## src/rtl/scfc_pkg.sv

```systemverilog
// Shared types, constants and the CRC-8 step function for the measurement frame checker.
// No dependencies; used by every module under rtl/.
package scfc_pkg;

  // Field widths
  localparam int unsigned BYTE_W  = 8;
  localparam int unsigned RAW_W   = 16;
  localparam int unsigned TEMP_W  = 18;
  localparam int unsigned HUM_W   = 17;
  localparam int unsigned STAT_W  = 2;
  localparam int unsigned TPROD_W = 34;  // 175000 * 65535 < 2^34
  localparam int unsigned HPROD_W = 33;  // 100000 * 65535 < 2^33

  // CRC-8 settings
  localparam logic [BYTE_W-1:0] CRC_POLY = 8'h31;
  localparam logic [BYTE_W-1:0] CRC_INIT = 8'hFF;

  // Conversion constants
  localparam int TEMP_SCALE  = 175000;
  localparam int HUM_SCALE   = 100000;
  localparam int TEMP_OFFSET = -45000;
  localparam int RAW_FULL    = 65535;

  // Frame status codes
  localparam logic [STAT_W-1:0] STATUS_OK       = 2'd0;
  localparam logic [STAT_W-1:0] STATUS_TEMP_CRC = 2'd1;
  localparam logic [STAT_W-1:0] STATUS_HUM_CRC  = 2'd2;

  // One complete frame handed from the parser to the converter
  typedef struct packed {
    logic [RAW_W-1:0]  temp_raw;
    logic [RAW_W-1:0]  hum_raw;
    logic [STAT_W-1:0] status;
  } frame_t;

  // Feed one byte into the CRC-8, MSB first
  function automatic logic [BYTE_W-1:0] crc8_feed(input logic [BYTE_W-1:0] crc,
                                                  input logic [BYTE_W-1:0] b);
    logic [BYTE_W-1:0] v;
    v = crc ^ b;
    for (int k = 0; k < BYTE_W; k++) begin
      if (v[BYTE_W-1]) begin
        v = (v << 1) ^ CRC_POLY;
      end else begin
        v = v << 1;
      end
    end
    return v;
  endfunction

endpackage

```

## src/rtl/scfc_front.sv

```systemverilog
// Frame parser: walks the six-byte frame, runs both CRC checks and emits one frame record.
// Depends on scfc_pkg.
module scfc_front (
  input  logic                        clk_i,
  input  logic                        rst_ni,
  input  logic                        byte_vld_i,
  input  logic [scfc_pkg::BYTE_W-1:0] byte_i,
  input  logic                        start_i,
  output logic                        push_o,
  output scfc_pkg::frame_t            frame_o
);

  // Byte position codes
  localparam logic [2:0] POS_T_HI  = 3'd0;
  localparam logic [2:0] POS_T_LO  = 3'd1;
  localparam logic [2:0] POS_T_CRC = 3'd2;
  localparam logic [2:0] POS_H_HI  = 3'd3;
  localparam logic [2:0] POS_H_LO  = 3'd4;
  localparam logic [2:0] POS_H_CRC = 3'd5;
  localparam logic [2:0] POS_IDLE  = 3'd6;

  logic [2:0]                  pos_q, pos_d, pos_eff;
  logic [scfc_pkg::BYTE_W-1:0] crc_q, crc_d, crc_base;
  logic [scfc_pkg::BYTE_W-1:0] hi_q, hi_d;
  logic [scfc_pkg::RAW_W-1:0]  tword_q, tword_d;
  logic [scfc_pkg::RAW_W-1:0]  hword_q, hword_d;
  logic                        tgood_q, tgood_d;
  logic                        push;
  logic [scfc_pkg::STAT_W-1:0] status;

  // Decode the accepted byte against the current position
  always_comb begin
    pos_eff  = start_i ? POS_T_HI : pos_q;
    crc_base = start_i ? scfc_pkg::CRC_INIT : crc_q;
    pos_d    = pos_q;
    crc_d    = crc_q;
    hi_d     = hi_q;
    tword_d  = tword_q;
    hword_d  = hword_q;
    tgood_d  = tgood_q;
    push     = 1'b0;
    status   = scfc_pkg::STATUS_OK;
    if (!tgood_q) begin
      status = scfc_pkg::STATUS_TEMP_CRC;
    end else if (crc_base != byte_i) begin
      status = scfc_pkg::STATUS_HUM_CRC;
    end
    if (byte_vld_i) begin
      unique case (pos_eff)
        POS_T_HI, POS_H_HI: begin
          crc_d = scfc_pkg::crc8_feed(crc_base, byte_i);
          hi_d  = byte_i;
          pos_d = pos_eff + 3'd1;
        end
        POS_T_LO: begin
          crc_d   = scfc_pkg::crc8_feed(crc_base, byte_i);
          tword_d = {hi_q, byte_i};
          pos_d   = POS_T_CRC;
        end
        POS_T_CRC: begin
          tgood_d = (crc_base == byte_i);
          crc_d   = scfc_pkg::CRC_INIT;
          pos_d   = POS_H_HI;
        end
        POS_H_LO: begin
          crc_d   = scfc_pkg::crc8_feed(crc_base, byte_i);
          hword_d = {hi_q, byte_i};
          pos_d   = POS_H_CRC;
        end
        POS_H_CRC: begin
          push  = 1'b1;
          crc_d = scfc_pkg::CRC_INIT;
          pos_d = POS_IDLE;
        end
        default: begin
          // idle or out of range: drop the byte
          pos_d = POS_IDLE;
        end
      endcase
    end
  end

  // Hold parser state
  always_ff @(posedge clk_i or negedge rst_ni) begin
    if (!rst_ni) begin
      pos_q   <= POS_IDLE;
      crc_q   <= scfc_pkg::CRC_INIT;
      hi_q    <= '0;
      tword_q <= '0;
      hword_q <= '0;
      tgood_q <= 1'b0;
    end else begin
      pos_q   <= pos_d;
      crc_q   <= crc_d;
      hi_q    <= hi_d;
      tword_q <= tword_d;
      hword_q <= hword_d;
      tgood_q <= tgood_d;
    end
  end

  assign push_o           = push;
  assign frame_o.temp_raw = tword_q;
  assign frame_o.hum_raw  = hword_d;
  assign frame_o.status   = status;

endmodule

```

## src/rtl/scfc_fifo.sv

```systemverilog
// Small frame queue that decouples the parser from the converter.
// Depends on scfc_pkg for the frame record type.
module scfc_fifo #(
  parameter int unsigned DEPTH = 2
) (
  input  logic             clk_i,
  input  logic             rst_ni,
  input  logic             push_i,
  input  scfc_pkg::frame_t data_i,
  output logic             full_o,
  input  logic             pop_i,
  output logic             valid_o,
  output scfc_pkg::frame_t data_o
);

  localparam int unsigned PTR_W = (DEPTH > 1) ? $clog2(DEPTH) : 1;
  localparam int unsigned CNT_W = $clog2(DEPTH + 1);

  scfc_pkg::frame_t  mem_q [DEPTH];
  logic [PTR_W-1:0]  wr_q, wr_d, rd_q, rd_d;
  logic [CNT_W-1:0]  cnt_q, cnt_d;

  // Advance pointers with wrap at DEPTH
  always_comb begin
    wr_d  = wr_q;
    rd_d  = rd_q;
    cnt_d = cnt_q;
    if (push_i) begin
      wr_d = (wr_q == PTR_W'(DEPTH - 1)) ? '0 : wr_q + PTR_W'(1);
    end
    if (pop_i) begin
      rd_d = (rd_q == PTR_W'(DEPTH - 1)) ? '0 : rd_q + PTR_W'(1);
    end
    if (push_i && !pop_i) begin
      cnt_d = cnt_q + CNT_W'(1);
    end else if (pop_i && !push_i) begin
      cnt_d = cnt_q - CNT_W'(1);
    end
  end

  always_ff @(posedge clk_i or negedge rst_ni) begin
    if (!rst_ni) begin
      wr_q  <= '0;
      rd_q  <= '0;
      cnt_q <= '0;
    end else begin
      wr_q  <= wr_d;
      rd_q  <= rd_d;
      cnt_q <= cnt_d;
    end
  end

  // Write storage
  always_ff @(posedge clk_i) begin
    if (push_i) begin
      mem_q[wr_q] <= data_i;
    end
  end

  assign full_o  = (cnt_q == CNT_W'(DEPTH));
  assign valid_o = (cnt_q != '0);
  assign data_o  = mem_q[rd_q];

  // Queue never overflows or underflows
  assert property (@(posedge clk_i) disable iff (!rst_ni) push_i |-> (cnt_q != CNT_W'(DEPTH)))
    else $error("frame queue overflow");
  assert property (@(posedge clk_i) disable iff (!rst_ni) pop_i |-> (cnt_q != '0))
    else $error("frame queue underflow");

endmodule

```

## src/rtl/scfc_back.sv

```systemverilog
// Converter: scales raw words to milli-units, keeps the last good reading, drives results.
// Depends on scfc_pkg.
module scfc_back (
  input  logic                        clk_i,
  input  logic                        rst_ni,
  input  logic                        frame_vld_i,
  input  scfc_pkg::frame_t            frame_i,
  output logic                        pop_o,
  output logic                        out_vld_o,
  input  logic                        out_rdy_i,
  output logic [scfc_pkg::TEMP_W-1:0] temp_o,
  output logic [scfc_pkg::HUM_W-1:0]  hum_o,
  output logic [scfc_pkg::STAT_W-1:0] status_o,
  output logic                        have_o
);

  localparam int unsigned TW = scfc_pkg::TPROD_W;
  localparam int unsigned HW = scfc_pkg::HPROD_W;

  logic                        en;
  // stage 1: products
  logic                        v1_q;
  logic [TW-1:0]               tprod1_q;
  logic [HW-1:0]               hprod1_q;
  logic [scfc_pkg::STAT_W-1:0] st1_q;
  // stage 2: quotient estimates
  logic                        v2_q;
  logic [TW-1:0]               tprod2_q;
  logic [HW-1:0]               hprod2_q;
  logic [scfc_pkg::TEMP_W-1:0] tq2_q;
  logic [scfc_pkg::HUM_W-1:0]  hq2_q;
  logic [scfc_pkg::STAT_W-1:0] st2_q;
  logic [TW-1:0]               tsum;
  logic [HW-1:0]               hsum;
  // stage 3: correction and output
  logic [TW-1:0]               trem;
  logic [HW-1:0]               hrem;
  logic [scfc_pkg::TEMP_W-1:0] tq_fix, tmilli;
  logic [scfc_pkg::HUM_W-1:0]  hq_fix;
  logic                        ok;
  logic [scfc_pkg::TEMP_W-1:0] tstore_q, tstore_d;
  logic [scfc_pkg::HUM_W-1:0]  hstore_q, hstore_d;
  logic                        have_q, have_d;
  logic                        out_vld_q;
  logic [scfc_pkg::TEMP_W-1:0] temp_q;
  logic [scfc_pkg::HUM_W-1:0]  hum_q;
  logic [scfc_pkg::STAT_W-1:0] status_q;
  logic                        have_out_q;

  // Move the whole pipe when the output slot is free or being taken
  assign en    = !out_vld_q || out_rdy_i;
  assign pop_o = frame_vld_i && en;

  // Estimate x / 65535 as (x + (x >> 16)) >> 16; it is low by at most one
  assign tsum = tprod1_q + (tprod1_q >> 16);
  assign hsum = hprod1_q + (hprod1_q >> 16);

  // Correct the estimate with the remainder
  always_comb begin
    trem   = tprod2_q - ((TW'(tq2_q) << 16) - TW'(tq2_q));
    hrem   = hprod2_q - ((HW'(hq2_q) << 16) - HW'(hq2_q));
    tq_fix = (trem >= TW'(scfc_pkg::RAW_FULL)) ? tq2_q + 1'b1 : tq2_q;
    hq_fix = (hrem >= HW'(scfc_pkg::RAW_FULL)) ? hq2_q + 1'b1 : hq2_q;
    tmilli = tq_fix + scfc_pkg::TEMP_W'(scfc_pkg::TEMP_OFFSET);
    ok     = (st2_q == scfc_pkg::STATUS_OK);
    tstore_d = tstore_q;
    hstore_d = hstore_q;
    have_d   = have_q;
    if (v2_q && en && ok) begin
      tstore_d = tmilli;
      hstore_d = hq_fix;
      have_d   = 1'b1;
    end
  end

  // Pipe valid bits, stored reading and output valid
  always_ff @(posedge clk_i or negedge rst_ni) begin
    if (!rst_ni) begin
      v1_q      <= 1'b0;
      v2_q      <= 1'b0;
      out_vld_q <= 1'b0;
      tstore_q  <= '0;
      hstore_q  <= '0;
      have_q    <= 1'b0;
    end else begin
      if (en) begin
        v1_q      <= frame_vld_i;
        v2_q      <= v1_q;
        out_vld_q <= v2_q;
      end
      tstore_q <= tstore_d;
      hstore_q <= hstore_d;
      have_q   <= have_d;
    end
  end

  // Pipe payload
  always_ff @(posedge clk_i) begin
    if (en) begin
      tprod1_q   <= TW'(frame_i.temp_raw) * TW'(scfc_pkg::TEMP_SCALE);
      hprod1_q   <= HW'(frame_i.hum_raw) * HW'(scfc_pkg::HUM_SCALE);
      st1_q      <= frame_i.status;
      tprod2_q   <= tprod1_q;
      hprod2_q   <= hprod1_q;
      tq2_q      <= tsum[16 +: scfc_pkg::TEMP_W];
      hq2_q      <= hsum[16 +: scfc_pkg::HUM_W];
      st2_q      <= st1_q;
      temp_q     <= tstore_d;
      hum_q      <= hstore_d;
      status_q   <= st2_q;
      have_out_q <= have_d;
    end
  end

  assign out_vld_o = out_vld_q;
  assign temp_o    = temp_q;
  assign hum_o     = hum_q;
  assign status_o  = status_q;
  assign have_o    = have_out_q;

  // A good frame always reports a valid reading
  assert property (@(posedge clk_i) disable iff (!rst_ni)
      (out_vld_q && (status_q == scfc_pkg::STATUS_OK)) |-> have_out_q)
    else $error("good frame without valid reading");
  // Once a reading exists it never goes away
  assert property (@(posedge clk_i) disable iff (!rst_ni) have_q |=> have_q)
    else $error("stored reading lost");

endmodule

```

## src/rtl/sensor_frame_crc_check_convert.sv

```systemverilog
// A frame's result passes the frame queue, then the product, estimate and output registers.
// Throughput: one byte per cycle; the converter pipe moves only when its output
// register is empty or taken, and input stalls while the frame queue is full.
// Reset (rst_ni low, asynchronous): parser waits for a frame start, no stored reading,
// queue and pipe empty. Depends on scfc_pkg, scfc_front, scfc_fifo and scfc_back.
module sensor_frame_crc_check_convert #(
  parameter int unsigned QUEUE_DEPTH = 2  // frame queue entries, 2 or more
) (
  input  logic        clk_i,
  input  logic        rst_ni,
  input  logic        s_axis_tvalid,
  output logic        s_axis_tready,
  input  logic [7:0]  s_axis_tdata,   // [7:0] byte_value
  input  logic [0:0]  s_axis_tuser,   // [0] frame_start
  output logic        m_axis_tvalid,
  input  logic        m_axis_tready,
  output logic [39:0] m_axis_tdata    // [17:0] temperature_milli, [34:18] humidity_milli,
                                      // [36:35] frame_status, [37] reading_valid, rest zero
);

  logic                        acc;
  logic                        push;
  logic                        full;
  logic                        pop;
  logic                        q_vld;
  scfc_pkg::frame_t            front_frame;
  scfc_pkg::frame_t            q_frame;
  logic [scfc_pkg::TEMP_W-1:0] temp;
  logic [scfc_pkg::HUM_W-1:0]  hum;
  logic [scfc_pkg::STAT_W-1:0] status;
  logic                        have;

  // Accept a byte whenever the queue has room
  assign s_axis_tready = !full;
  assign acc           = s_axis_tvalid && s_axis_tready;

  scfc_front u_front (
    .clk_i      (clk_i),
    .rst_ni     (rst_ni),
    .byte_vld_i (acc),
    .byte_i     (s_axis_tdata),
    .start_i    (s_axis_tuser[0]),
    .push_o     (push),
    .frame_o    (front_frame)
  );

  scfc_fifo #(
    .DEPTH (QUEUE_DEPTH)
  ) u_fifo (
    .clk_i   (clk_i),
    .rst_ni  (rst_ni),
    .push_i  (push),
    .data_i  (front_frame),
    .full_o  (full),
    .pop_i   (pop),
    .valid_o (q_vld),
    .data_o  (q_frame)
  );

  scfc_back u_back (
    .clk_i       (clk_i),
    .rst_ni      (rst_ni),
    .frame_vld_i (q_vld),
    .frame_i     (q_frame),
    .pop_o       (pop),
    .out_vld_o   (m_axis_tvalid),
    .out_rdy_i   (m_axis_tready),
    .temp_o      (temp),
    .hum_o       (hum),
    .status_o    (status),
    .have_o      (have)
  );

  // Pack the result transaction
  assign m_axis_tdata = {2'b00, have, status, hum, temp};

endmodule
```

## config.mk

```make
export PLATFORM = sky130hd
export DESIGN_NAME = sensor_frame_crc_check_convert
export DESIGN_NICKNAME = d
export VERILOG_FILES = /design/src/rtl/scfc_pkg.sv /design/src/rtl/scfc_front.sv /design/src/rtl/scfc_fifo.sv /design/src/rtl/scfc_back.sv /design/src/rtl/sensor_frame_crc_check_convert.sv
export SDC_FILE = /design/constraint.sdc
export NUM_CORES = 1
export LEC_CHECK = 0
export ABC_AREA = 1
export BUFFER_PORTS_ARGS = -buffer_cell sky130_fd_sc_hd__buf_2
export CAP_MARGIN = 20
export CORE_UTILIZATION = 30
export DETAILED_ROUTE_END_ITERATION = 10
export PLACE_DENSITY = 0.42
export SLEW_MARGIN = 15
export SYNTH_ARGS = -nofsm -noshare
export SYNTH_HDL_FRONTEND = slang
export SYNTH_SLANG_ARGS = --single-unit
```

## constraint.sdc

```tcl
create_clock -name clk_i -period 8.4 [get_ports clk_i]
set_input_delay 0.84 -clock clk_i [delete_from_list [all_inputs] [get_ports clk_i]]
set_output_delay 0.84 -clock clk_i [all_outputs]
set_load 0.02 [all_outputs]
```

==> results of run 1 <==
-- cells in the mapped netlist, types with 3 or more instances --
library cell	instances
nand2_1	790
inv_1	662
ha_1	382
edfxtp_1	263
nor2_1	190
a21oi_1	133
fa_1	132
nand3_1	121
o21ai_0	116
xor2_1	109
dfrtp_1	85
nand4_1	51
xnor2_1	44
nor3_1	40
clkbuf_1	21
nand2_2	19
or2_2	19
nor2_2	14
nand3b_1	13
dfstp_2	10
nor4_1	9
a21o_1	8
inv_2	8
o21bai_1	8
nand3_2	7
o21ai_1	7
a31oi_1	6
nor2_4	5
buf_2	4
a211oi_1	3
a21boi_0	3
buf_4	3
buf_6	3
clkinv_1	3
nand4_2	3
o22ai_1	3
-- stage by stage --
stage                     setup slack [ps]  std cells  hold slack [ps]
after global placement                1520       4618              404
final                                 1490       4696              251
after global routing                   779       4696              270
after CTS                             1400       4696              237
after detailed placement              1430       4620              407
after floorplan                       1650       3326              400
-- cell type report --
| class | count | area [um2] | area share |
|---|---|---|---|
| Inverter | 673 | 2530 | 0.0790 |
| Tap cell | 1265 | 1580 | 0.0493 |
| Timing Repair Buffer | 61 | 370 | 0.0115 |
| Multi-Input combinational cell | 2263 | 16000 | 0.498 |
| Clock buffer | 60 | 1180 | 0.0367 |
| Clock inverter | 16 | 153 | 0.00476 |
| Sequential cell | 358 | 10300 | 0.321 |
-- worst reg2reg max path, delay by kind of cell (launching register included) --
kind	cells	cell delay, ps
adders and majority gates	7	2710
and+or+nand+nor	1	310
DFF	1	340
buffers and inverters	8	880
xor gates and xnor gates	1	160
AOI/OAI and AO/OA	11	2260
-- sequential cells by signal, summed over array words and instances, names as in the netlist, 2 cells and up --
register,count
u_fifo.mem_q,68
u_back.hstore_q,17
u_front.tword_q,16
u_back.status_o,2
u_back.hprod1_q,28
u_back.hum_o,17
u_front.crc_q,8
u_back.st1_q,2
u_front.hi_q,8
u_back.st2_q,2
u_back.tq2_q,18
u_back.tprod2_q,31
u_front.pos_q,3
u_fifo.cnt_q,2
u_back.temp_o,18
u_back.hprod2_q,28
u_back.hq2_q,17
u_front.hword_q,16
u_back.tprod1_q,31
u_back.tstore_q,18
-- per-layer routing --
layer / share of wire / global-route usage / vias to the layer above
li1: - / - / 10820
met1: 0.52 / 0.225 / 9612
met2: 0.44 / 0.238 / 250
met3: 0.028 / 0.0168 / 58
met4: 0.014 / 0.0292 / 0
met5: 0 / 0 / -
-- worst max path at each step --
stage | end | cells after the start | slack (ps)
floorplan | u_fifo.cnt_q[1] | 7 | 1650
global placement | u_back.tprod1_q[31] | 29 | 1520
detailed placement | u_back.tprod1_q[31] | 28 | 1430
CTS | u_back.tprod1_q[31] | 28 | 1400
global route | u_back.tprod1_q[31] | 29 | 780
finish | u_back.tprod1_q[31] | 28 | 1490
-- cell families after synthesis --
kind of cell,after synthesis,synth area share
adder cells (fa/ha/maj),514,0.257
XOR/XNOR,153,0.0463
other,1,0.000130
AND/OR/NAND/NOR,1291,0.192
AO/OA/AOI/OAI,303,0.0566
buffers and inverters,705,0.0928
flip-flops,358,0.356
==> key figures, run 1 <==
Timing
  – Final setup violating endpoints: 0
  – FMAX: about 140 MHz
  – Final Hold Vio Count: 0
  – RSZ-0062 raised after global routing: no
  – Final period util: 0.823
  – Post-layout minimum cycle time: a little under 7000 ps
  – Setup TNS: 0 ps
  – Layout Skew: 26.5 ps
  – Worst-Margin Slew: 974 ps
  – Relative slew slack: 0.351
  – Slew Limit Fails: 0

Setup path
  – Setup crit end kind: flip-flop
  – FF-to-FF Start: u_fifo.rd_q
  – CP dominant cell by count: inv_1
  – R2r endpoint: u_back.tprod1_q[31]
  – Worst Setup SP: u_fifo.rd_q
  – CP delay by family, top: adder cells
  – WS Path Type: flip-flop to flip-flop
  – Crit-path max cell delay: between 500 and 600 ps
  – CP max-delay cell: fa_1
  – Startpoint type of the worst setup path: flip-flop
  – Worst endpoint required time: ~8700 ps
  – R2r worst-path depth: 28
  – R2R setup slack: between 1000 and 1500 ps
  – CP Max Fanout: 26
  – Worst path bufs/invs: 8
  – Crit path DAT: between 7000 and 8000 ps

Synth
  – Synth area leaders: edfxtp_1, ha_1, nand2_1
  – Netlist cell types: about 60
  – Post-synth EDFFs: ~260
  – Ys async rst share: 0.265
  – Post-synth top area cell: edfxtp_1
  – Register area share after synthesis: 0.356
  – Yosys warnings: 0
  – #FFs+latches synth: between 300 and 400
  – Area share of the largest cell type after synthesis: 0.273
  – Cells after synthesis: 3325
  – Mapped cell area: 28900 um2
  – Avg Inst Size Synth: 8.70 um2
  – Ys flop type: edfxtp_1

CTS
  – # H-tree levels: 2
  – CTS tree: built
  – Clock sinks: between 300 and 400
  – # resized after CTS: 0
  – Reg clk slew, reported paths: roughly 60 ps
  – Clk_lat worst skew: 590 ps
  – Root Driver: clkbuf_16
  – Clock buffer depth: 3
  – Inserted Clock Buffers: 41
  – Post-CTS Setup Inserts: 0
  – CTS Hold Bufs: 0

Floorplanning
  – Die area: about 98000 um2
  – Placement Rows: ~110
  – Die W: 313 um
  – Core ar.: 95300 um2
  – Die height: about 310 um
  – Initial cell density of the core: 0.304
  – Io pins: 55

Placement
  – Gpl congestion: 0.875
  – Post-DP Area: just over 30000 um2
  – I/O Buffers: 52
  – DPL Wire Length: about 60 mm

Final layout
  – Final net count: roughly 4000
  – Commonest non-fill, non-tap cell in the layout: nand2_1
  – Antenna Cells: 0
  – Fin area: ~32000 um2
  – Syn-to-layout area delta: 10.9%
  – Util after Layout: 0.337
  – Most frequent cells in the layout: nand2_1, inv_1, ha_1, edfxtp_1, nor2_1
  – Layout fillers: just over 10000
  – Layout cell share with drive strength beyond 1: 0.0632

Global route
  – Total gr overflow: 0
  – Initial antenna violation count: 0
  – Vias in the first global route: about 21000
  – First-pass GRT wire length: between 100 and 150 mm
  – Largest net degree at the start of global routing: about 120
  – GRT Util Overall: 0.152

Hold path
  – Worst hold path class: primary input to async pin

Job
  – Max_cap viols: 0

Detailed routing
  – Routed wire length: between 70 and 80 mm
  – Vias: a little over 20000
  – Detailed Route Iter0 Violations: 1203
  – DRT Pass-1 Iters: 5
  – DR vias/cell: 4.42
  – Routed Antenna Nets: 0
  – Drt wl/cell: 15.6 um
  – DRC: 0

Status
  – Outcome: complete, no violations
Power of run 1 is not shown: default switching activity piles up to over one toggle a cycle in this logic, so the estimate is an artifact.
==> run 2: changes to the inputs <==
==> constraint.sdc (replaced) <==
create_clock -name clk_i -period 6.57 [get_ports clk_i]
set_input_delay 0.657 -clock clk_i [delete_from_list [all_inputs] [get_ports clk_i]]
set_output_delay 0.657 -clock clk_i [all_outputs]
set_load 0.02 [all_outputs]
==> key figures, run 2 (synthesis results as in run 1) <==
Floorplanning
  – Placement Rows: between 100 and 150
  – Core ar.: 95300 um2
  – Die area: 97700 um2
  – Die height: 313 um
  – Initial cell density of the core: 0.304
  – Io pins: 55
  – Die W: 313 um

Timing
  – Layout Skew: between 30 and 40 ps
  – RSZ-0062 raised after global routing: yes
  – Final Hold Vio Count: 0
  – Setup ws final: between 300 and 400 ps
  – Setup TNS: 0 ps
  – Slew Limit Fails: 0
  – Worst-Margin Slew: around 1000 ps
  – FMAX: roughly 160 MHz
  – Final period util: 0.945
  – Relative slew slack: 0.324
  – Final setup violating endpoints: 0
  – Post-layout minimum cycle time: just over 6000 ps

Job
  – Max_cap viols: 0

Final layout
  – Final net count: 3959
  – Top reg by flops: u_fifo.mem_q
  – Layout cell share with drive strength beyond 1: 0.0737
  – Top flop regs: u_fifo.mem_q x68, u_back.tprod1_q x31, u_back.tprod2_q x31
  – Layout fillers: approximately 10000
  – Commonest non-fill, non-tap cell in the layout: nand2_1
  – Largest register FFs: 68
  – Antenna Cells: 0
  – Syn-to-layout area delta: 11.8%
  – Most frequent cells in the layout: nand2_1, inv_1, ha_1, edfxtp_1, nor2_1

Setup path
  – CP Max Fanout: 11
  – Setup crit end kind: flip-flop
  – FF-to-FF Start: u_fifo.rd_q
  – Crit path DAT: between 6000 and 7000 ps
  – WS Path Type: flip-flop to flip-flop
  – R2r endpoint: u_back.tprod1_q[31]
  – R2r worst-path depth: 27
  – R2R setup slack: around 360 ps
  – Worst endpoint required time: slightly below 7000 ps
  – Startpoint type of the worst setup path: flip-flop

CTS
  – Reg clk slew, reported paths: around 60 ps
  – Clock buffer depth: 3
  – CTS tree: built
  – Clk_lat worst skew: 590 ps
  – Root Driver: clkbuf_16
  – # H-tree levels: 2
  – CTS Hold Bufs: 0
  – Clock sinks: 358
  – Inserted Clock Buffers: 42

Detailed routing
  – DRT Pass-1 Iters: 5
  – Vias: 20764
  – DRC: 0
  – Drt wl/cell: approximately 15 um
  – Detailed Route Iter0 Violations: between 1000 and 1500
  – Routed Antenna Nets: 0
  – DR vias/cell: roughly 4.4
  – Routed wire length: between 70 and 80 mm

Placement
  – DPL Wire Length: 60.2 mm
  – I/O Buffers: 52
  – Pre-CTS WS: a little over 80 ps
  – Gpl congestion: a little under 0.9

Global route
  – First-pass GRT wire length: 114 mm
  – Vias in the first global route: about 20000
  – Largest net degree at the start of global routing: 128
  – GRT Util Overall: 0.149
  – Initial antenna violation count: 1
  – Total gr overflow: 0

Status
  – Outcome: complete, no violations

Hold path
  – Worst hold path class: primary input to async pin
-- run 2: cell types whose count changed in the layout (fill, tap and decap cells not counted), sizes merged --
cell / before / now
buf: 61 / 94
clkbuf: 60 / 55
clkinvlp: 1 / 4
inv: 673 / 671
bufinv: 2 / 3
clkinv: 13 / 14
-- run 2: how the worst max path moves through the flow --
stage,start,endpoint,cells past startpoint
6_report,u_fifo.rd_q,u_back.tprod1_q[31],27
5_1_grt,u_fifo.rd_q,u_back.tprod1_q[31],24
4_1_cts,u_fifo.rd_q,u_back.tprod1_q[30],28
3_5_place_dp,u_fifo.rd_q,u_back.tprod1_q[30],28
3_3_place_gp,u_fifo.rd_q,u_back.tprod1_q[30],28
2_1_floorplan,m_axis_tready,u_fifo.cnt_q[1],7
-- run 2: per-stage QoR --
step	util	cells	hold WS [ps]	cell area, um2
3_3_place_gp	0.324	4647	402	30900
6_report	0.339	4727	93.0	32300
4_1_cts	0.339	4721	84.8	32300
3_5_place_dp	0.324	4647	406	30900
5_1_grt	0.339	4727	132	32300
2_1_floorplan	-	3326	361	28900
-- run 2: cell type report --
cell class,count,area [um2],area share
multi-input combinational,2263,16000,0.494
sequential,358,10300,0.318
inverter,673,2530,0.0784
tap,1265,1580,0.0489
clock buffer,55,1160,0.0359
timing repair buffer,94,591,0.0183
clock inverter,19,191,0.00592
-- run 2: layer usage --
layer | global-route usage | part of all wire | up-vias
met5 | 0 | 0 | -
met4 | 0.0299 | 0.015 | 0
met3 | 0.0182 | 0.027 | 63
met2 | 0.236 | 0.44 | 243
met1 | 0.217 | 0.51 | 9587
li1 | - | - | 10871
-- run 2: timing repair --
action / CTS / global route
resized for setup: 0 / 8
buffers inserted: 0 / 5
setup endpoints to repair: 0 / 7
-- run 2: worst max-delay path, stage by stage, from the launching register on --
cell and delay [ps]:
dfrtp_1 340, inv_1 150, or2_2 310, o21ai_0 120, inv_1 140, ha_1 300, inv_1 80, fa_1 490
inv_1 40, ha_1 280, ha_1 280, inv_1 50, fa_1 490, fa_1 510, inv_1 40, ha_1 340
a21o_1 170, a21oi_1 190, o21ai_0 190, a31oi_1 290, o21ai_1 150, a21oi_1 190, inv_1 70, a21oi_2 160
o21ai_1 120, a21oi_2 180, o21ai_0 110, xor2_1 160
Power of run 2 is left out for the same reason.
